`src/rtl/imm_pkg.sv`:
```
// Shared types and constants for the int8 matrix multiply engine.
package imm_pkg;

    localparam int COLS_MAX_DEF  = 16;
    localparam int DEPTH_MAX_DEF = 256;

    localparam int VAL_W  = 8;
    localparam int PROD_W = 16;
    localparam int SUM_W  = 24;
    localparam int ROW_W  = 16;
    localparam int COL_W  = 4;
    localparam int OUT_DW = 48;

    localparam int APB_AW = 4;
    localparam int APB_DW = 32;

    localparam int M_W = 16;
    localparam int K_W = 9;
    localparam int N_W = 5;

    localparam logic [M_W-1:0] M_ROWS_RST  = 16'd1;
    localparam logic [K_W-1:0] K_DEPTH_RST = 9'd256;
    localparam logic [N_W-1:0] N_COLS_RST  = 5'd16;

    localparam logic [1:0] REG_M_ROWS  = 2'd0;
    localparam logic [1:0] REG_K_DEPTH = 2'd1;
    localparam logic [1:0] REG_N_COLS  = 2'd2;

    localparam logic OP_WEIGHT = 1'b0;
    localparam logic OP_ACT    = 1'b1;

    typedef struct packed {
        logic shift;
        logic clear;
    } t_cell_ctl;

endpackage

```
`src/rtl/imm_cell.sv`:
```
// One column-sum cell of the rotating accumulator chain.
module imm_cell (
    input  logic                        i_clk,
    input  logic                        i_rst_n,
    input  imm_pkg::t_cell_ctl          i_ctl,
    input  logic                        i_is_tail,
    input  logic                        i_live,
    input  logic [imm_pkg::SUM_W-1:0]   i_next,
    input  logic [imm_pkg::SUM_W-1:0]   i_fb,
    output logic [imm_pkg::SUM_W-1:0]   o_sum
);

    logic [imm_pkg::SUM_W-1:0] r_sum;
    logic [imm_pkg::SUM_W-1:0] n_sum;

    always_comb begin
        n_sum = r_sum;
        if (i_ctl.clear) begin
            n_sum = '0;
        end else if (i_ctl.shift && i_live) begin
            // tail closes the ring through the head update path
            n_sum = i_is_tail ? i_fb : i_next;
        end
    end

    always_ff @(posedge i_clk) begin
        if (!i_rst_n) begin
            r_sum <= '0;
        end else begin
            r_sum <= n_sum;
        end
    end

    assign o_sum = r_sum;

endmodule

```
`config.mk`:
```
export PLATFORM = sky130hd
export DESIGN_NAME = imm_cell
export DESIGN_NICKNAME = d
export VERILOG_FILES = /design/src/rtl/imm_pkg.sv /design/src/rtl/imm_cell.sv
export SDC_FILE = /design/constraint.sdc
export NUM_CORES = 1
export LEC_CHECK = 0
export BUFFER_PORTS_ARGS = -buffer_cell sky130_fd_sc_hd__buf_2
export CAP_MARGIN = 10
export CORE_ASPECT_RATIO = 0.75
export CORE_MARGIN = 1.5
export CORE_UTILIZATION = 25
export DETAILED_ROUTE_END_ITERATION = 12
export GPL_TIMING_DRIVEN = 0
export HOLD_SLACK_MARGIN = 0.06
export SLEW_MARGIN = 20
export SYNTH_ARGS = -nofsm -noshare
export SYNTH_HDL_FRONTEND = slang
export SYNTH_SLANG_ARGS = --single-unit
export TNS_END_PERCENT = 30
```
`constraint.sdc`:
```
create_clock -name i_clk -period 2.2 [get_ports i_clk]
set_input_delay 0.22 -clock i_clk [delete_from_list [all_inputs] [get_ports i_clk]]
set_output_delay 0.22 -clock i_clk [all_outputs]
set_load 0.01 [all_outputs]
```
Word level (Yosys, flattened, before mapping). Cells that the tools add are included.

Mux-type cells: 1. Bitwise logic cells: 1. Reduce and logical (&&, ||, !) cells: 2.

Operator list (count): $mux W24 (1); $reduce_or A2 Y1 (1); $logic_and A1 B1 Y1 (1); $not A1 Y1 (1).

Register bits: 24. Output and inout bits: 24. Logic and storage cells: 5.

Depth between registers and ports, before layout. Gate-level depths: netlist of run 1.

Depth in word-level cells: 2. Mapped depth: 5. Depth with buffers taken out: 2.

Worst setup path before layout of run 1. Ideal clock, no wire load.

Path type: input to register. Start: input i_live. End: register r_sum, in the netlist o_sum[0]. Setup time: 0.079 ns. Arrival: 0.888 ns. Path slack: 1.233 ns. Stages on the path: 5. Path buffers: 3. Cells stage by stage: buf_2 and2_4 buf_6 buf_6 a211oi_2.

Cells in the longest elaborated chain, start to end: 1.

Ends and longest elaborated chain: start, declared (RTL line imm_cell.sv:7) `input logic i_live,`; $logic_and A1 B1 Y1 (RTL line imm_cell.sv:20) `end else if (i_ctl.shift && i_live) begin`; end signal, assigned (RTL line imm_cell.sv:30) `r_sum <= n_sum;`; end, declared (RTL line imm_cell.sv:13) `logic [imm_pkg::SUM_W-1:0] r_sum;`.

Every way passes these cells. A chain may end at the register's enable or synchronous reset.

Worst setup path after layout of run 1.
Start: register r_sum, in the netlist o_sum[14]. End: output o_sum[14] in the netlist's numbering.

RTL lines: end, declared (RTL line imm_cell.sv:10) `output logic [imm_pkg::SUM_W-1:0] o_sum`.

No word-level cell between the ends.

==> flow_metrics.py, run 1 <==
metrics = {
    "outcome": {
        "outcome": "finished, final reports clean",
    },
    "critical_path": {
        "worstSetupPathType": "reg -> out",
        "crit_family": "flip-flops",
        "path_cells": "buf_2",
        "cpMaxStageDelayCell": "dfxtp_1",
        "cp.buffers_inverters": 1,
        "critPathRequiredTime_ns": 1.98,
        "endpoint_kind": "output port",
        "critPathArrivalTime_ns": 0.76,
        "worstSetupStartpointType": "register",
        "cpPeakStageDelay_ns": 0.36,
        "crit_fanout": 2,
    },
    "timing": {
        "rsz0062_at_grt": "no",
        "finalMaxSlewViolations": 0,
        "holdWs_ns": 0.2887,
        "worstMarginPinSlew_ns": 0.3318,
        "slew_headroom_pct": 77.88,
        "finalCriticalPeriod_ns": 0.9761,
        "final-hold-violation-count": 0,
        "fin_crit_sh_pct": 44.37,
        "max_freq_mhz": 1025,
        "clock_skew_ns": 0,
        "setup_viol": 0,
        "tns_ns": 0,
    },
    "floorplanning": {
        "row_count": 22,
        "core-area_um2": 4845,
        "dieArea_um2": 5437,
        "boundaryPins": 78,
        "start_util_pct": 25.80,
        "floorplan.die.height_um": 64.24,
        "die_width_um": 84.65,
    },
    "clock_tree": {
        "cts.path.max_buffers": 2,
        "post_cts_buffers": 0,
        "cts_tree": "done",
        "cts_resized": 0,
        "clk_pin_slew_ns": 0.08,
        "cts_buffers": 3,
        "cts.sinks": 24,
        "htreeDepth": 1,
        "cts_root_buffer": "clkbuf_8",
        "clk-insertion-delay-late_ns": 0.26,
        "cts_hold_buf": 0,
    },
    "logic_synthesis": {
        "synthAdderAreaFrac_pct": 0,
        "yosys_warnings": 0,
        "synth_compound_area_share_pct": 32.03,
        "synth_top_area_cell": "dfxtp_1",
        "synth_xor_area_share_pct": 0,
        "yosys-top-cells-area": "dfxtp_1, a211oi_2, mux2i_1",
        "synthSimpleGateAreaFrac_pct": 1.201,
        "synth.distinct_cells": 11,
        "avgSynthCellArea_um2": 11.06,
        "synth_cells": 113,
        "synth.cell_area_um2": 1250,
        "ys_seq_area_share_pct": 38.44,
        "synth_top_family_by_area": "compound AO/OA/AOI/OAI gates",
        "muxShareOfSynthArea_pct": 19.22,
        "yosys.area.top_type_share_pct": 38.44,
        "ys_ff_latch": 24,
        "syn_nets": 167,
    },
    "route": {
        "vias": 1105,
        "drtIter0Drc": 24,
        "wl_per_cell_um": 12.65,
        "route.detailed.drc": 0,
        "drt_pre_antenna_iters": 4,
        "ant_nets": 0,
        "routed_wl_mm": 3.162,
        "vias_per_cell": 4.420,
    },
    "global_route": {
        "grt_pass1_vias": 1059,
        "gr-total-overflow": 0,
        "grt_use_total_pct": 11.66,
        "grt_pass1_wl_mm": 4.988,
        "antenna_found_initial": 0,
        "grt_max_degree": 13,
    },
    "cells_and_area": {
        "largest_reg_flops": 24,
        "n_fill_cell": 502,
        "antenna_cells": 0,
        "multiInputGateArea_um2": 655.6,
        "seq_area_um2": 480.5,
        "nets": 246,
        "area_growth_pct": 38.94,
        "fin_area_um2": 1737,
        "drive_gt1_share_pct": 58.95,
    },
    "place": {
        "place_congestion": 0.6246,
        "place_area_um2": 1695,
        "dp_hpwl_mm": 2.325,
        "portBuffers": 74,
    },
    "pwr": {
        "power_density_nw_per_um2": 525.6,
        "cellLeakagePower_nw": 0.8176,
        "worst_ir_drop_vdd_uv": 191.6,
        "p_total_mw": 0.9127,
    },
    "run": {
        "drv_cap": 0,
    },
    "hold_path": {
        "hp-class": "in -> reg",
    },
}
final cells by class:
class	instances	area share (%)
plain buffers	15	6.556
clock buffers	3	2.378
multi-input cells	74	37.75
flip-flops and latches	24	27.67
well taps	60	4.323
repair buffers	74	21.33
power by group:
part	leakage [nW]	total (mW)	switching (mW)	internal, mW
Clock	0.0216	0.255	0.133	0.122
Combinational	0.601	0.202	0.103	0.0987
Sequential	0.195	0.456	0.00702	0.449
cell usage in the layout, fill, tap and decap left out, drive strengths merged:
master  instances
a211oi         24
a21oi          24
and2            1
buf            88
clkbuf          4
dfxtp          24
mux2i          24
nand2b          1
metal layers:
layer,vias up,part of all wire (%),track usage [%],routed length (um)
li1,576,-,-,-
met5,-,0,0,0
met2,52,41,18.35,1302
met4,0,0.60,2.419,19
met1,475,49,14.94,1540
met3,2,9.5,4.910,300
per-stage QoR:
stage                     instances  setup WS, ns  utilization [%]
after floorplan                 113         1.233                -
after global placement          247        0.9501            34.99
after detailed placement        247        0.9589            34.99
after CTS                       250         1.221            35.85
after global routing            250         1.196            35.85
final                           250         1.224            35.85
path summary, 6_finish.rpt:
kind	startpoint	end	slack (ns)	depth (start not counted)
max reg2reg	o_sum[14]	o_sum[14]	1.53	2
min	i_next[23]	o_sum[23]	0.29	3
min reg2reg	o_sum[21]	o_sum[21]	0.52	2
max	o_sum[14]	o_sum[14]	1.22	1
cells in the mapped netlist:
cell / instances
a211oi_1: 4
a211oi_2: 20
a21oi_1: 24
and2_4: 1
buf_2: 7
buf_4: 1
buf_6: 6
clkbuf_1: 1
dfxtp_1: 24
mux2i_1: 24
nand2b_1: 1
cells by family (layout without fill, tap and decap cells):
logic type / after synthesis / in the layout
AOI/OAI and AO/OA: 48 / 48
muxes: 24 / 24
DFF: 24 / 24
buffers and inverters: 15 / 92
and+or+nand+nor: 2 / 2
No activity file was read; power rests on OpenSTA's default activity.
==> run 2: changes to the inputs <==
--- a/config.mk
+++ b/config.mk
@@ -5,6 +5,7 @@
 export SDC_FILE = /design/constraint.sdc
 export NUM_CORES = 1
 export LEC_CHECK = 0
+export ABC_AREA = 1
 export BUFFER_PORTS_ARGS = -buffer_cell sky130_fd_sc_hd__buf_2
 export CAP_MARGIN = 10
 export CORE_ASPECT_RATIO = 0.75
==> constraint.sdc (replaced) <==
create_clock -name i_clk -period 0.9 [get_ports i_clk]
set_input_delay 0.09 -clock i_clk [delete_from_list [all_inputs] [get_ports i_clk]]
set_output_delay 0.09 -clock i_clk [all_outputs]
set_load 0.01 [all_outputs]
==> run 2 against run 1 <==
Net effect:
- power up 150%
- critical endpoint is now o_sum[8]
- sequential cell count unchanged
- critical path depth unchanged
- die area up 18%
- largest power group unchanged
- via count up 39%
==> flow_metrics.py, run 2 <==
metrics = {
    "clock_tree": {
        "cts.path.max_buffers": 2,
        "clk-insertion-delay-late_ns": 0.26,
        "post_cts_buffers": 0,
        "cts_resized": 0,
        "clk_pin_slew_ns": 0.08,
        "cts_root_buffer": "clkbuf_8",
        "htreeDepth": 1,
        "cts.sinks": 24,
        "cts_tree": "done",
        "cts_hold_buf": 0,
        "cts_buffers": 3,
    },
    "logic_synthesis": {
        "syn_nets": 310,
        "yosys.area.top_type_share_pct": 32.30,
        "avgSynthCellArea_um2": 5.811,
        "ys_async_sr_fraction_pct": 0,
        "ys_ff_latch": 24,
        "synth_edf_count": 0,
        "synth_cells": 256,
        "ys_seq_area_share_pct": 32.30,
        "synth.distinct_cells": 13,
        "yosys-top-cells-area": "dfxtp_1, nand2_1, inv_1",
        "yosys_warnings": 0,
        "yosysMostFrequentCell": "nand2_1",
        "ys.flop_type": "dfxtp_1",
        "synth_common_cells": "nand2_1, inv_1, nor2_1",
        "synth.cell_area_um2": 1488,
        "synth_top_area_cell": "dfxtp_1",
    },
    "critical_path": {
        "crit_fanout": 2,
        "path_cells": "buf_2",
        "cpMaxStageDelayCell": "dfxtp_1",
        "cpPeakStageDelay_ns": 0.36,
        "endpoint_kind": "output port",
        "critPathRequiredTime_ns": 0.81,
        "critPathArrivalTime_ns": 0.76,
        "cp.buffers_inverters": 1,
        "crit_family": "flip-flops",
        "worstSetupStartpointType": "register",
        "worstSetupPathType": "reg -> out",
    },
    "cells_and_area": {
        "layout_common_cells": "nand2_1, buf_2, inv_1",
        "largest_reg_flops": 24,
        "antenna_cells": 0,
        "nets": 391,
        "final_common_cell": "nand2_1",
        "final_util_pct": 34.81,
        "finalNonFillerCells": 413,
        "area_growth_pct": 34.90,
        "drive_gt1_share_pct": 34.03,
        "n_fill_cell": 683,
    },
    "floorplanning": {
        "floorplan.die.height_um": 69.81,
        "dieArea_um2": 6427,
        "core-area_um2": 5766,
        "boundaryPins": 78,
        "die_width_um": 92.08,
        "start_util_pct": 25.80,
        "row_count": 24,
    },
    "route": {
        "routed_wl_mm": 3.598,
        "ant_nets": 0,
        "drt_pre_antenna_iters": 4,
        "vias_per_cell": 3.731,
        "drtIter0Drc": 41,
        "wl_per_cell_um": 8.712,
        "route.detailed.drc": 0,
        "vias": 1541,
    },
    "global_route": {
        "antenna_found_initial": 0,
        "grt_use_total_pct": 12.09,
        "gr-total-overflow": 0,
        "grt_max_degree": 13,
        "grt_pass1_wl_mm": 6.423,
        "grt_pass1_vias": 1459,
    },
    "timing": {
        "setup_viol": 0,
        "fin_crit_sh_pct": 93.95,
        "finalMaxSlewViolations": 0,
        "max_freq_mhz": 1183,
        "holdWs_ns": 0.1168,
        "finalCriticalPeriod_ns": 0.8455,
        "clock_skew_ns": 0,
        "final-hold-violation-count": 0,
        "worstMarginPinSlew_ns": 0.1739,
        "rsz0062_at_grt": "no",
        "slew_headroom_pct": 88.38,
        "tns_ns": 0,
    },
    "pwr": {
        "power_density_nw_per_um2": 1133,
        "p_total_mw": 2.274,
        "cellLeakagePower_nw": 1.271,
        "worst_ir_drop_vdd_uv": 477.2,
    },
    "hold_path": {
        "hp-class": "in -> reg",
    },
    "place": {
        "dpl.cell_count": 410,
        "portBuffers": 76,
        "dp_hpwl_mm": 2.989,
        "place_congestion": 0.8341,
    },
    "outcome": {
        "outcome": "finished, final reports clean",
    },
    "run": {
        "drv_cap": 0,
    },
}
run 2: metal layers:
| layer | up-vias | wire [um] | track usage (%) |
|---|---|---|---|
| met5 | - | 0 | 0 |
| met4 | 0 | 27 | 3.932 |
| met3 | 2 | 109 | 1.754 |
| met2 | 17 | 1669 | 20.25 |
| met1 | 652 | 1790 | 15.92 |
| li1 | 870 | - | - |
run 2: logic make-up after synthesis:
family        after synthesis  synth area share, %
buf+inv                    62                20.77
simple gates              170                46.93
flops                      24                32.30
run 2: where the power goes:
group | internal (mW) | total [mW] | switching (mW) | leakage, nW
clock network | 0.299 | 0.636 | 0.337 | 0.0216
logic | 0.243 | 0.525 | 0.281 | 1.05
registers | 1.10 | 1.11 | 0.0161 | 0.195
run 2: through the flow:
step / instance area [um2] / worst slack [ns]
6_report: 2007 / 0.05449
2_1_floorplan: 1488 / 0.2143
3_3_place_gp: 1966 / -0.05096
3_5_place_dp: 1966 / -0.07933
5_1_grt: 2007 / 0.01726
4_1_cts: 2007 / 0.05040
run 2: final cells by class:
class                      count  area [um2]  share of cell area, %
multi-input combinational    170       698.2                  34.79
sequential                    24       480.5                  23.94
timing repair buffer          76       380.4                  18.95
inverter                      51       198.9                  9.913
buffer                        11       110.1                  5.486
tap                           78       97.59                  4.863
clock buffer                   3       41.29                  2.057
run 2: final timing paths:
| path | slack, ns | end | cells past startpoint | start |
|---|---|---|---|---|
| worst min register to register | 0.51 | o_sum[16] | 4 | o_sum[16] |
| worst max-delay path | 0.05 | o_sum[8] | 1 | o_sum[8] |
| worst min-delay path | 0.12 | o_sum[3] | 5 | i_fb[3] |
| worst max register to register | 0.23 | o_sum[8] | 4 | o_sum[8] |
